`src/design/ascii_unsigned_integer_parser_assert.svh`:
```
// ----------------------------------------------------------------------------
// ASCII unsigned integer parser - assertion macros
// Shared concurrent assertion forms, clocked on i_clk, off while in reset.
// ----------------------------------------------------------------------------
`ifndef ASCII_UNSIGNED_INTEGER_PARSER_ASSERT_SVH
`define ASCII_UNSIGNED_INTEGER_PARSER_ASSERT_SVH

// same-cycle implication
`define AUP_ASSERT_IMP(lbl, ante, cons, msg) \
    lbl: assert property (@(posedge i_clk) disable iff (!i_rst_n) (ante) |-> (cons)) \
        else $error(msg);

// next-cycle implication
`define AUP_ASSERT_NXT(lbl, ante, cons, msg) \
    lbl: assert property (@(posedge i_clk) disable iff (!i_rst_n) (ante) |=> (cons)) \
        else $error(msg);

`endif

```
`src/design/aup_pkg.sv`:
```
`timescale 1ns / 1ps
// ----------------------------------------------------------------------------
// ASCII unsigned integer parser - package
// Phase and status codes, character constants, parse state and result types.
// ----------------------------------------------------------------------------
package aup_pkg;

    localparam logic [2:0] PH_IDLE   = 3'd0;
    localparam logic [2:0] PH_LEAD   = 3'd1;
    localparam logic [2:0] PH_SIGNED = 3'd2;
    localparam logic [2:0] PH_ZERO   = 3'd3;
    localparam logic [2:0] PH_HEXPFX = 3'd4;
    localparam logic [2:0] PH_DIGITS = 3'd5;

    localparam logic [1:0] ST_OK     = 2'd0;
    localparam logic [1:0] ST_OVF    = 2'd1;
    localparam logic [1:0] ST_NOCONV = 2'd2;

    localparam logic [7:0] CH_SPACE = 8'h20;
    localparam logic [7:0] CH_TAB   = 8'h09;
    localparam logic [7:0] CH_CR    = 8'h0D;
    localparam logic [7:0] CH_PLUS  = 8'h2B;
    localparam logic [7:0] CH_MINUS = 8'h2D;
    localparam logic [7:0] CH_ZERO  = 8'h30;
    localparam logic [7:0] CH_NINE  = 8'h39;
    localparam logic [7:0] CH_UA    = 8'h41;
    localparam logic [7:0] CH_UZ    = 8'h5A;
    localparam logic [7:0] CH_LA    = 8'h61;
    localparam logic [7:0] CH_LZ    = 8'h7A;
    localparam logic [7:0] CH_UX    = 8'h58;
    localparam logic [7:0] CH_LX    = 8'h78;

    localparam logic [5:0]  NO_DIGIT    = 6'd63;
    localparam logic [5:0]  RADIX_RESET = 6'd10;
    localparam logic [5:0]  RADIX_MAX   = 6'd36;
    localparam logic [15:0] POS_MAX     = 16'hFFFF;
    localparam logic [63:0] ALL_ONES    = 64'hFFFF_FFFF_FFFF_FFFF;

    typedef struct packed {
        logic [2:0]  phase;
        logic [63:0] acc;
        logic        neg;
        logic        seen;
        logic        ovf;
        logic [5:0]  arad;
        logic [15:0] pos;
    } t_state;

    typedef struct packed {
        logic [63:0] value;
        logic [1:0]  status;
        logic [15:0] end_offset;
    } t_result;

    function automatic logic [5:0] digit_of(input logic [7:0] c);
        logic [7:0] d;
        d = 8'd0;
        if (c >= CH_ZERO && c <= CH_NINE) begin
            d = c - CH_ZERO;
        end else if (c >= CH_UA && c <= CH_UZ) begin
            d = c - CH_UA + 8'd10;
        end else if (c >= CH_LA && c <= CH_LZ) begin
            d = c - CH_LA + 8'd10;
        end else begin
            d = {2'b00, NO_DIGIT};
        end
        return d[5:0];
    endfunction

    function automatic logic is_blank(input logic [7:0] c);
        return (c == CH_SPACE) || (c >= CH_TAB && c <= CH_CR);
    endfunction

endpackage

```
`src/design/aup_step.sv`:
```
`timescale 1ns / 1ps
// ----------------------------------------------------------------------------
// ASCII unsigned integer parser - step logic
// Next parse state and optional result for one character.
// ----------------------------------------------------------------------------
module aup_step import aup_pkg::*; (
    input  logic [7:0] i_ch,
    input  logic       i_start_req,
    input  logic [5:0] i_radix,
    input  t_state     i_state,
    output t_state     o_state,
    output logic       o_res_valid,
    output t_result    o_res
);

    t_state      s;
    logic [5:0]  d;
    logic        blank;
    logic        first_path;
    logic        radix_bad;
    logic        zero_pfx;
    logic [5:0]  r_use;
    logic        dig_ok;
    logic [70:0] prod;
    logic        td_ovf;
    logic [15:0] p;
    t_result     td_res;
    t_state      td_state;

    always_comb begin
        s = i_state;
        if (i_start_req) begin
            s = '0;
            s.phase = PH_LEAD;
        end
    end

    assign d     = digit_of(i_ch);
    assign blank = is_blank(i_ch);
    assign p     = s.pos;

    assign first_path = (s.phase == PH_SIGNED) ||
                        (s.phase == PH_LEAD && !blank && i_ch != CH_MINUS && i_ch != CH_PLUS);
    assign radix_bad  = (i_radix == 6'd1) || (i_radix > RADIX_MAX);
    assign zero_pfx   = (i_radix == 6'd0 || i_radix == 6'd16) && i_ch == CH_ZERO;
    assign r_use      = first_path ? ((i_radix == 6'd0) ? 6'd10 : i_radix) : s.arad;

    assign dig_ok = (r_use >= 6'd2) && (r_use <= RADIX_MAX) && (d < r_use);
    assign prod   = 71'(s.acc) * 71'(r_use) + 71'(d);
    assign td_ovf = s.ovf || (prod[70:64] != 7'd0);

    // digit accumulate, or terminate
    always_comb begin
        td_state = s;
        td_res   = '0;
        td_state.arad = r_use;
        if (dig_ok) begin
            td_state.ovf   = td_ovf;
            td_state.acc   = td_ovf ? s.acc : prod[63:0];
            td_state.seen  = 1'b1;
            td_state.phase = PH_DIGITS;
        end else begin
            td_state.phase = PH_IDLE;
            if (s.ovf) begin
                td_res.value      = ALL_ONES;
                td_res.status     = ST_OVF;
                td_res.end_offset = p;
            end else if (!s.seen) begin
                td_res.status = ST_NOCONV;
            end else begin
                td_res.value      = s.neg ? (64'd0 - s.acc) : s.acc;
                td_res.status     = ST_OK;
                td_res.end_offset = p;
            end
        end
    end

    always_comb begin
        o_state     = s;
        o_res_valid = 1'b0;
        o_res       = '0;
        if (s.phase != PH_IDLE) begin
            o_state.pos = (s.pos < POS_MAX) ? s.pos + 16'd1 : s.pos;
            if (first_path) begin
                if (radix_bad) begin
                    o_state.phase = PH_IDLE;
                    o_res_valid   = 1'b1;
                    o_res.status  = ST_NOCONV;
                end else if (zero_pfx) begin
                    o_state.acc   = 64'd0;
                    o_state.seen  = 1'b1;
                    o_state.arad  = (i_radix == 6'd0) ? 6'd8 : 6'd16;
                    o_state.phase = PH_ZERO;
                end else begin
                    o_state     = td_state;
                    o_state.pos = (s.pos < POS_MAX) ? s.pos + 16'd1 : s.pos;
                    o_res_valid = !dig_ok;
                    o_res       = td_res;
                end
            end else begin
                unique case (s.phase)
                    PH_LEAD: begin
                        if (i_ch == CH_MINUS) begin
                            o_state.neg   = 1'b1;
                            o_state.phase = PH_SIGNED;
                        end else if (i_ch == CH_PLUS) begin
                            o_state.phase = PH_SIGNED;
                        end
                    end
                    PH_ZERO, PH_DIGITS: begin
                        if (s.phase == PH_ZERO && (i_ch == CH_LX || i_ch == CH_UX)) begin
                            o_state.arad  = 6'd16;
                            o_state.phase = PH_HEXPFX;
                        end else begin
                            o_state     = td_state;
                            o_state.pos = (s.pos < POS_MAX) ? s.pos + 16'd1 : s.pos;
                            o_res_valid = !dig_ok;
                            o_res       = td_res;
                        end
                    end
                    PH_HEXPFX: begin
                        if (d < 6'd16) begin
                            o_state     = td_state;
                            o_state.pos = (s.pos < POS_MAX) ? s.pos + 16'd1 : s.pos;
                            o_res_valid = !dig_ok;
                            o_res       = td_res;
                        end else begin
                            o_state.phase    = PH_IDLE;
                            o_res_valid      = 1'b1;
                            o_res.status     = ST_OK;
                            o_res.end_offset = (p > 16'd0) ? p - 16'd1 : 16'd0;
                        end
                    end
                    default: begin
                        o_state.phase = PH_IDLE;
                    end
                endcase
            end
        end
    end

endmodule

```
`src/design/ascii_unsigned_integer_parser.sv`:
```
`timescale 1ns / 1ps
// ----------------------------------------------------------------------------
// ASCII unsigned integer parser
// Parses a character stream into an unsigned 64-bit number, strtoull style.
// ----------------------------------------------------------------------------
//  channel | direction | handshake             | word
//  in      | sink      | i_in_valid/o_in_stall | i_ch, i_start_req
//  out     | source    | o_out_valid/i_out_stall | o_value, o_status, o_end_offset
//  cfg     | sink      | i_cfg_valid/o_cfg_ready | i_cfg_radix
//
//  One character a cycle unless output stall holds the input; the terminating character
//  passes the input register, then step logic into the result register, which presents it.
//  The 64x6 multiply-add in the step logic sets the cycle time.
//  Synchronous active-low reset; radix resets to 10, parser idle.
//  Output stall holds the result and, with a result waiting, the input stage.
// ----------------------------------------------------------------------------
module ascii_unsigned_integer_parser import aup_pkg::*; (
    input  logic        i_clk,
    input  logic        i_rst_n,
    input  logic        i_in_valid,
    output logic        o_in_stall,
    input  logic [7:0]  i_ch,
    input  logic        i_start_req,
    output logic        o_out_valid,
    input  logic        i_out_stall,
    output logic [63:0] o_value,
    output logic [1:0]  o_status,
    output logic [15:0] o_end_offset,
    input  logic        i_cfg_valid,
    output logic        o_cfg_ready,
    input  logic [5:0]  i_cfg_radix
);

    logic       r_in_valid, n_in_valid;
    logic [7:0] r_in_ch;
    logic       r_in_start;
    logic [5:0] r_radix;
    t_state     r_state, n_state;
    logic       r_out_valid, n_out_valid;
    t_result    r_out;
    logic       adv;
    logic       step_res_valid;
    t_result    step_res;

    assign adv        = r_in_valid && !(r_out_valid && i_out_stall);
    assign o_in_stall = r_in_valid && r_out_valid && i_out_stall;
    assign o_cfg_ready = 1'b1;

    aup_step u_step (
        .i_ch        (r_in_ch),
        .i_start_req (r_in_start),
        .i_radix     (r_radix),
        .i_state     (r_state),
        .o_state     (n_state),
        .o_res_valid (step_res_valid),
        .o_res       (step_res)
    );

    always_comb begin
        n_in_valid = r_in_valid;
        if (i_in_valid && !o_in_stall) begin
            n_in_valid = 1'b1;
        end else if (adv) begin
            n_in_valid = 1'b0;
        end
    end

    always_comb begin
        n_out_valid = i_out_stall ? r_out_valid : 1'b0;
        if (adv && step_res_valid) begin
            n_out_valid = 1'b1;
        end
    end

    always_ff @(posedge i_clk) begin
        if (!i_rst_n) begin
            r_in_valid  <= 1'b0;
            r_out_valid <= 1'b0;
            r_radix     <= RADIX_RESET;
            r_state     <= '0;
        end else begin
            r_in_valid  <= n_in_valid;
            r_out_valid <= n_out_valid;
            if (i_cfg_valid && o_cfg_ready) begin
                r_radix <= i_cfg_radix;
            end
            if (adv) begin
                r_state <= n_state;
            end
        end
    end

    always_ff @(posedge i_clk) begin
        if (i_in_valid && !o_in_stall) begin
            r_in_ch    <= i_ch;
            r_in_start <= i_start_req;
        end
        if (adv && step_res_valid) begin
            r_out <= step_res;
        end
    end

    assign o_out_valid  = r_out_valid;
    assign o_value      = r_out.value;
    assign o_status     = r_out.status;
    assign o_end_offset = r_out.end_offset;

`include "ascii_unsigned_integer_parser_assert.svh"

    `AUP_ASSERT_IMP(a_noconv_zero, r_out_valid && r_out.status == ST_NOCONV,
        r_out.value == 64'd0 && r_out.end_offset == 16'd0,
        "no conversion with nonzero value or offset")
    `AUP_ASSERT_IMP(a_ovf_ones, r_out_valid && r_out.status == ST_OVF,
        r_out.value == ALL_ONES, "overflow result not saturated")
    `AUP_ASSERT_IMP(a_status_code, r_out_valid, r_out.status != 2'd3,
        "undefined status code")
    `AUP_ASSERT_NXT(a_idle_after_res, adv && step_res_valid,
        r_state.phase == PH_IDLE, "parser not idle after result")
    `AUP_ASSERT_NXT(a_in_hold, r_in_valid && r_out_valid && i_out_stall,
        r_in_valid && $stable(r_in_ch) && $stable(r_state),
        "input stage moved under stall")

endmodule

```
`config.mk`:
```
export PLATFORM = sky130hd
export DESIGN_NAME = ascii_unsigned_integer_parser
export DESIGN_NICKNAME = d
export VERILOG_FILES = /design/src/design/aup_pkg.sv /design/src/design/aup_step.sv /design/src/design/ascii_unsigned_integer_parser.sv
export VERILOG_INCLUDE_DIRS = /design/src /design/src/design
export SDC_FILE = /design/constraint.sdc
export NUM_CORES = 1
export LEC_CHECK = 0
export BUFFER_PORTS_ARGS = -buffer_cell sky130_fd_sc_hd__buf_2
export CORE_MARGIN = 4
export CORE_UTILIZATION = 25
export CTS_CLUSTER_DIAMETER = 40
export DETAILED_ROUTE_END_ITERATION = 7
export GPL_TIMING_DRIVEN = 0
export PLACE_DENSITY = 0.51
export SLEW_MARGIN = 0
export SYNTH_ARGS = -nofsm -noshare
export SYNTH_HDL_FRONTEND = slang
export SYNTH_SLANG_ARGS = --single-unit
```
`constraint.sdc`:
```
create_clock -name i_clk -period 11.84 [get_ports i_clk]
set_clock_uncertainty 0.15 [all_clocks]
set_input_delay 0.592 -clock i_clk [delete_from_list [all_inputs] [get_ports i_clk]]
set_output_delay 0.592 -clock i_clk [all_outputs]
set_load 0.02 [all_outputs]
```
==> Yosys cells after proc, flatten, opt, wreduce, memory -nomap -nowiden <==
Cells that the tools add are included.
{ "word_totals": {"inputBits": 20, "out_inout_bits": 85, "word_cells": 147, "register_bits": 191} }
{ "op_classes": {"n_reduce_logical": 32, "n_eq_ne": 16, "addsub": 9, "n_lt_le_gt_ge": 15, "mul": 1, "n_mux": 59} }
{ "op_table": {"columns": ["op", "n"], "rows": [
  ["82-bit two-way mux", 5],
  ["64-bit two-way mux", 6],
  ["92-bit two-way mux", 3],
  ["89-bit two-way mux", 2],
  ["82-bit case mux with 2 select lines", 1],
  ["67-bit two-way mux", 2],
  ["64-bit case mux with 2 select lines", 1],
  ["70-bit by 6-bit adder with 71-bit output", 1],
  ["64-bit by 6-bit multiplier with 70-bit output", 1],
  ["16-bit two-way mux", 4],
  ["1-bit by 64-bit subtractor with 64-bit output (first input constant)", 1],
  ["24-bit case mux with 2 select lines", 1],
  ["6-bit two-way mux", 7],
  ["8-bit by 6-bit equality test with 1-bit output (second input constant)", 4],
  ["18-bit two-way mux", 1],
  ["3-bit two-way mux", 6],
  ["1-bit logical AND", 17],
  ["16-bit by 1-bit adder with 16-bit output (second input constant)", 1],
  ["8-bit by 7-bit equality test with 1-bit output (second input constant)", 2],
  ["8-bit by 7-bit >= comparator with 1-bit output (second input constant)", 2],
  ["16-bit by 1-bit > comparator with 1-bit output (second input constant)", 1],
  ["8-bit by 7-bit <= comparator with 1-bit output (second input constant)", 2],
  ["16-bit less-than comparator (second input constant)", 1],
  ["8-bit by 6-bit inequality test with 1-bit output (second input constant)", 2],
  ["32 further kinds", 58]
]} }

==> Logic depth before layout (Yosys ltp) <==
{ "logic_depth": {"ltp_word": 19, "ltp_mapped": 35} }

==> Hierarchy <==
From an unflattened synthesis, not the netlist that was laid out.
{ "unflattened": {"hier_cells": 2981, "hier_area_um2": 24553.5} }
{ "modules_own_cells": {"columns": ["mod", "area_per_inst_um2", "cells_per_inst", "seq_area_each_um2", "n_inst"], "rows": [
  ["aup_step", 17749.5, 2460, 0.0, 1],
  ["ascii_unsigned_integer_parser", 6804.0, 521, 4734.5, 1]
]} }

==> Worst setup path after synthesis <==
No wires, ideal clock.
{ "synth_timing": {"path_kind": "reg2reg", "startpoint": "reg r_in_ch[4]", "endpoint": "reg r_state[40] in the netlist's numbering", "n_path_buf": 8, "synth_period_minus_slack_ps": 8696, "path_slack_ps": 3144, "t_arrival_ps": 8429, "path_stages_with_launch": 32, "cell_sequence": "edfxtp_1 > inv_1 > ha_1 > or3b_2 > a221o_1 > o311a_1 > nor2_1 > clkbuf_1 > mux2i_1 > clkbuf_1 > clkbuf_1 > nor2_1 > fa_1 > fa_1 > fa_1 > ha_1 > ha_1 > clkbuf_1 > and3_1 > a221o_1 > o211a_1 > o311a_1 > or4_1 > a222oi_1 > nand3_1 > or4_1 > buf_2 > and3_1 > clkbuf_1 > buf_6 > buf_6 > a22o_1"} }
{ "synth_via": {"elab_chain_len": 19, "word_cells_on_any_way": 55, "cone_classes": "add/sub: 6; mul: 1; order compare: 12; eq/ne: 6; mux: 13; reduce/logical: 17"} }
{ "synth_lines": {"columns": ["element", "line_no", "rtl"], "rows": [
  ["start, declared", "ascii_unsigned_integer_parser.sv:35", "logic [7:0] r_in_ch;"],
  ["start signal, assigned", "ascii_unsigned_integer_parser.sv:95", "r_in_ch <= i_ch;"],
  ["8-bit by 4-bit >= comparator with 1-bit output or 8-bit by 4-bit <= comparator with 1-bit output (tied branches)", "aup_pkg.sv:71", "return (c == CH_SPACE) || (c >= CH_TAB && c <= CH_CR);"],
  ["1-bit logical AND", "aup_pkg.sv:71", null],
  ["1-bit logical OR", "aup_pkg.sv:71", null],
  ["1-bit zero test", "aup_step.sv:43", "(s.phase == PH_LEAD && !blank && i_ch != CH_MINUS && i_ch != CH_PLUS);"],
  ["1-bit logical AND (3 in a row)", "aup_step.sv:43", null],
  ["1-bit logical OR", "aup_step.sv:42", "assign first_path = (s.phase == PH_SIGNED) ||"],
  ["6-bit two-way mux", "aup_step.sv:46", "assign r_use = first_path ? ((i_radix == 6'd0) ? 6'd10 : i_radix) : s.arad;"],
  ["64-bit by 6-bit multiplier with 70-bit output", "aup_step.sv:49", "assign prod = 71'(s.acc) * 71'(r_use) + 71'(d);"],
  ["70-bit by 6-bit adder with 71-bit output", "aup_step.sv:49", null],
  ["7-bit nonzero test", "aup_step.sv:50", "assign td_ovf = s.ovf || (prod[70:64] != 7'd0);"],
  ["1-bit logical OR", "aup_step.sv:50", null],
  ["64-bit two-way mux", "aup_step.sv:59", "td_state.acc = td_ovf ? s.acc : prod[63:0];"],
  ["64-bit two-way mux", "aup_step.sv:57", "if (dig_ok) begin"],
  ["89-bit two-way mux (tied with other cells)", "aup_step.sv:122", "if (d < 6'd16) begin"],
  ["64-bit case mux with 2 select lines or 89-bit two-way mux (tied branches)", "aup_step.sv:101, aup_step.sv:85", null],
  ["92-bit two-way mux (*)", "aup_step.sv:84", "if (first_path) begin"],
  ["92-bit two-way mux (*)", "aup_step.sv:82", "if (s.phase != PH_IDLE) begin"],
  ["end signal, assigned", "ascii_unsigned_integer_parser.sv:88", "r_state <= n_state;"],
  ["end, declared", "ascii_unsigned_integer_parser.sv:38", "t_state r_state, n_state;"]
]} }
Mark *: on every way between the ends. The rest lies on a longest branch, timed or not.
A chain may end at the register's enable or synchronous reset.

==> Final worst setup path <==
{ "layout_timing": {"startpoint": "reg r_in_start", "endpoint": "reg r_state[38] in the netlist's numbering"} }
{ "layout_via": {"elab_chain_len": 17, "word_cells_on_any_way": 32, "cone_classes": "add/sub: 1; mul: 1; order compare: 3; eq/ne: 5; mux: 11; reduce/logical: 11"} }
{ "layout_lines": {"columns": ["element", "line_no", "rtl"], "rows": [
  ["start, declared", "ascii_unsigned_integer_parser.sv:36", "logic r_in_start;"],
  ["start signal, assigned", "ascii_unsigned_integer_parser.sv:96", "r_in_start <= i_start_req;"],
  ["92-bit two-way mux (*)", "aup_step.sv:32", "if (i_start_req) begin"],
  ["3-bit by 1-bit equality test with 1-bit output", "aup_step.sv:43", null],
  ["1-bit logical AND (3 in a row)", "aup_step.sv:43", null],
  ["1-bit logical OR", "aup_step.sv:42", null],
  ["6-bit two-way mux", "aup_step.sv:46", null],
  ["64-bit by 6-bit multiplier with 70-bit output", "aup_step.sv:49", null],
  ["70-bit by 6-bit adder with 71-bit output", "aup_step.sv:49", null],
  ["7-bit nonzero test", "aup_step.sv:50", null],
  ["1-bit logical OR", "aup_step.sv:50", null],
  ["64-bit two-way mux", "aup_step.sv:59", null],
  ["64-bit two-way mux", "aup_step.sv:57", null],
  ["89-bit two-way mux (tied with other cells)", "aup_step.sv:122", null],
  ["64-bit case mux with 2 select lines or 89-bit two-way mux (tied branches)", "aup_step.sv:101, aup_step.sv:85", null],
  ["92-bit two-way mux", "aup_step.sv:84", null],
  ["92-bit two-way mux (*)", "aup_step.sv:82", null]
]} }
Marks and branches as above.

==> results.py <==
metrics = {
    "critical_path": {
        "required_ps": 12130,
        "cpLargestDelayFamily": "buffers and inverters",
        "path_class": "register to register",
        "r2r-start": "r_in_start",
        "start_kind": "register",
        "timing.rr.end": "r_state[38]",
        "ff2ff_setup_slack_ps": 310,
        "critPathMaxFanout": 19,
        "ff2ff_path_depth": 28,
        "cp_slowest_stage_delay_ps": 650,
        "crit_path_frequent_cell": "clkbuf_1",
        "cp.arrival_ps": 11830,
        "cp-end-kind": "register",
        "crit_buf_inv": 10,
        "slowest_stage": "nor4_2",
    },
    "synth": {
        "yosys_warnings": 0,
        "yosys_most_used_dff": "dfxtp_1",
        "yosys.area_share.xor_xnor_pct": 5.08,
        "synth_fa_ha_area_share_pct": 31.3,
        "synth_top_area_share_pct": 22.2,
        "synth_largest_area_cell": "fa_1",
        "synth_area_leaders": "fa_1, edfxtp_1, nor2_1",
        "synth_mux_area_share_pct": 0.764,
        "synth_seq_cells": 191,
        "synth_top_family_by_area": "adder cells",
        "synthSimpleGateAreaFrac_pct": 21.2,
        "synth.avg_cell_area_sq_um": 8.42,
        "yosysSeqAreaShare_pct": 20.8,
        "synth_edf_count": 91,
        "synth_area_sq_um": 22800,
        "async_flop_share_pct": 0,
        "synth_compound_area_share_pct": 16.6,
        "synth_fp_nets": 3143,
        "yosysUniqueCellTypes": 79,
        "synthCells": 2705,
    },
    "worst_hold_path": {
        "holdPathEnd": "r_in_ch[2]",
        "holdPathStages": 1,
        "hold_path_class": "primary input to register",
        "hold_path_startpoint": "i_ch[2]",
    },
    "pwr": {
        "p_comb_share_pct": 13.3,
        "p_sw_mw": 0.483,
        "powerDensity_nw_per_um2": 60.1,
        "power_mw": 1.52,
        "p_leak_nw": 11.0,
        "clock_power_share_pct": 40.1,
        "p_seq_share_pct": 46.6,
        "p_int_mw": 1.04,
        "vdd_drop_max_v": 0.000124,
        "power_switching_share_pct": 31.7,
    },
    "global_routing": {
        "grt_max_degree": 67,
        "grt_pass1_wl_microns": 131000,
        "antenna_found_initial": 4,
        "grt_pass1_vias": 21000,
        "grt_util_all_layers_pct": 18.0,
        "gr-total-overflow": 0,
    },
    "sta": {
        "rsz0062_at_grt": "false",
        "setup_viol": 0,
        "maxSlewViolCount": 0,
        "worst_slack_ps": 308,
        "finalHoldViolations": 0,
        "period_share_pct": 97.4,
        "fmax_ghz": 0.0867,
        "worstMarginPinSlew_ps": 1410,
        "relSlewSlack_pct": 4.96,
        "min_period_ps": 11530,
    },
    "detailed_routing": {
        "wirelength_microns": 86500,
        "post_drt_wl_per_cell_microns": 21.5,
        "vias": 21100,
        "drc": 0,
        "antenna_left": 0,
        "vias_per_cell": 5.25,
        "first_iter_violations": 2000,
        "firstDrtPassIters": 6,
    },
    "clocking": {
        "h-tree-depth": 4,
        "clock_latency_ps": 510,
        "ctsHoldBuffers": 0,
        "clockRootBuffer": "clkbuf_16",
        "clk_pin_slew_ps": 70,
        "cts_made_buffers": 17,
        "cts_tree": "built",
        "clockBufferDepth": 2,
        "cts_setup_buffers": 0,
        "cts.sinks": 191,
    },
    "place": {
        "place_area_sq_um": 24800,
        "port_buffers": 101,
        "dpl_worst_slack_ps": -1490,
        "dp_cells": 3983,
        "gp_congestion": 0.921,
        "dp_hpwl_microns": 69000,
    },
    "final_layout": {
        "fill_cells": 9757,
        "area_delta_synth_final_pct": 11.4,
        "stdcell_count": 4015,
        "drive_gt1_share_pct": 6.69,
        "finalNetCount": 3263,
        "final_area_sq_um": 25400,
    },
    "die": {
        "start_util_pct": 25.3,
        "dieArea_sq_um": 96000,
        "io_pins": 105,
        "coreArea_sq_um": 90100,
        "die_w_microns": 310,
        "row_count": 110,
        "die_y_microns": 310,
    },
    "flow_run": {
        "max_cap_violations": 0,
    },
    "outcome": {
        "status": "completed",
    },
}
[worst max-delay path by stage]
stage	startpoint	to	slack, ps	cells past startpoint
3_5_place_dp	r_in_start	r_state[42]	-1490	28
6_report	r_in_start	r_state[38]	310	28
2_1_floorplan	r_in_ch[4]	r_state[40]	3140	31
5_1_grt	r_in_ch[1]	r_state[39]	10	28
3_3_place_gp	r_in_start	r_state[45]	-1480	29
4_1_cts	r_in_start	r_state[86]	310	30
[cell usage after synthesis, types with 6 or more instances]
master and number:
nor2_1 564, fa_1 252, nand2_1 233, a21oi_1 207, ha_1 166, o21ai_0 135
clkbuf_1 110, dfxtp_1 100, edfxtp_1 91, inv_1 80, xor2_1 70, xnor2_1 62
nor3_1 53, a22o_1 52, nand4_1 48, nand3_1 46, buf_1 28, nor4_1 27
o31ai_1 25, or3_1 22, a31oi_1 20, nor2b_1 20, a21o_1 18, and3_1 18
buf_2 17, nand2b_1 17, o21a_1 17, a22oi_1 14, mux2i_1 14, or2_2 14
a211oi_1 13, and2_1 11, o211ai_1 10, o21bai_1 9, a21boi_0 8, a221oi_1 8
o22ai_1 8, a32oi_1 6, o41ai_1 6
[registers in the layout, indices dropped and copies added, names as in the netlist]
name	cells
r_state	92
o_value	64
o_end_offset	16
r_in_ch	8
r_radix	6
o_status	2
o_out_valid	1
r_in_start	1
r_in_valid	1
[routing by layer]
metal / track usage [%] / share of wire (%) / vias up
met2: 28.6 / 45 / 782
met1: 25.2 / 45 / 10500
li1: - / - / 9676
met4: 5.56 / 3.1 / 0
met3: 2.98 / 7.1 / 121
met5: 0 / 0 / -
[cell families (layout without fill, tap and decap cells)]
family | count (synthesis) | count (layout)
DFF | 191 | 191
adders and majority gates | 418 | 418
and+or+nand+nor | 1101 | 1101
other | 1 | 2
muxes | 17 | 17
AOI/OAI and AO/OA | 601 | 601
xor gates and xnor gates | 132 | 132
buffers and inverters | 244 | 377
[power by group through the flow]
stage	logic, mW	clock network, mW	registers, mW
2_1_floorplan	0.106	0	0.734
3_3_place_gp	0.198	0	0.727
3_5_place_dp	0.199	0	0.726
4_1_cts	0.200	0.622	0.711
5_1_grt	0.217	0.641	0.712
6_report	0.202	0.611	0.711
[layout make-up]
class | count | area (sq um) | area share [%]
multi-input cells | 2270 | 17100 | 67.4
flip-flops and latches | 191 | 4730 | 18.7
well taps | 1176 | 1470 | 5.80
plain buffers | 160 | 666 | 2.62
repair buffers | 102 | 533 | 2.10
clock buffers | 18 | 429 | 1.69
inverters | 83 | 314 | 1.24
clock inverters | 14 | 130 | 0.513
diodes | 1 | 2.50 | 0.00986
[per-stage QoR]
| step | hold WS, ps | setup TNS, ps | util [%] |
|---|---|---|---|
| 5_1_grt | 90.7 | 0 | 28.1 |
| 3_5_place_dp | 338 | -64510 | 27.5 |
| 3_3_place_gp | 331 | -64090 | 27.5 |
| 4_1_cts | 83.5 | 0 | 28.1 |
| 6_report | 109 | 0 | 28.1 |
| 2_1_floorplan | 306 | 0 | - |
[cell usage in the layout, fill, tap and decap left out, types with 62 or more instances in the layout]
master / instances
o21ai_0: 135
a21oi_1: 207
xor2_1: 70
inv_1: 79
dfxtp_1: 100
edfxtp_1: 91
nor2_1: 564
fa_1: 252
clkbuf_1: 103
xnor2_1: 62
ha_1: 166
nand2_1: 233
buf_2: 121
[worst reg2reg max path, delay by kind of cell (launching register included)]
| kind | cells | cell delay, ps |
|---|---|---|
| buffers and inverters | 10 | 4830 |
| AND/OR/NAND/NOR | 6 | 2250 |
| adder cells (fa/ha/maj) | 5 | 2100 |
| AO/OA/AOI/OAI | 7 | 1640 |
| flip-flops | 1 | 480 |
[repair_timing]
item,4_1_cts,5_1_grt
pin swaps,0,0
endpoints found under the hold margin,0,0
gates resized for setup,5,11
cloned,0,0
setup endpoints to repair,64,34
(Power assumes the default switching activity.)
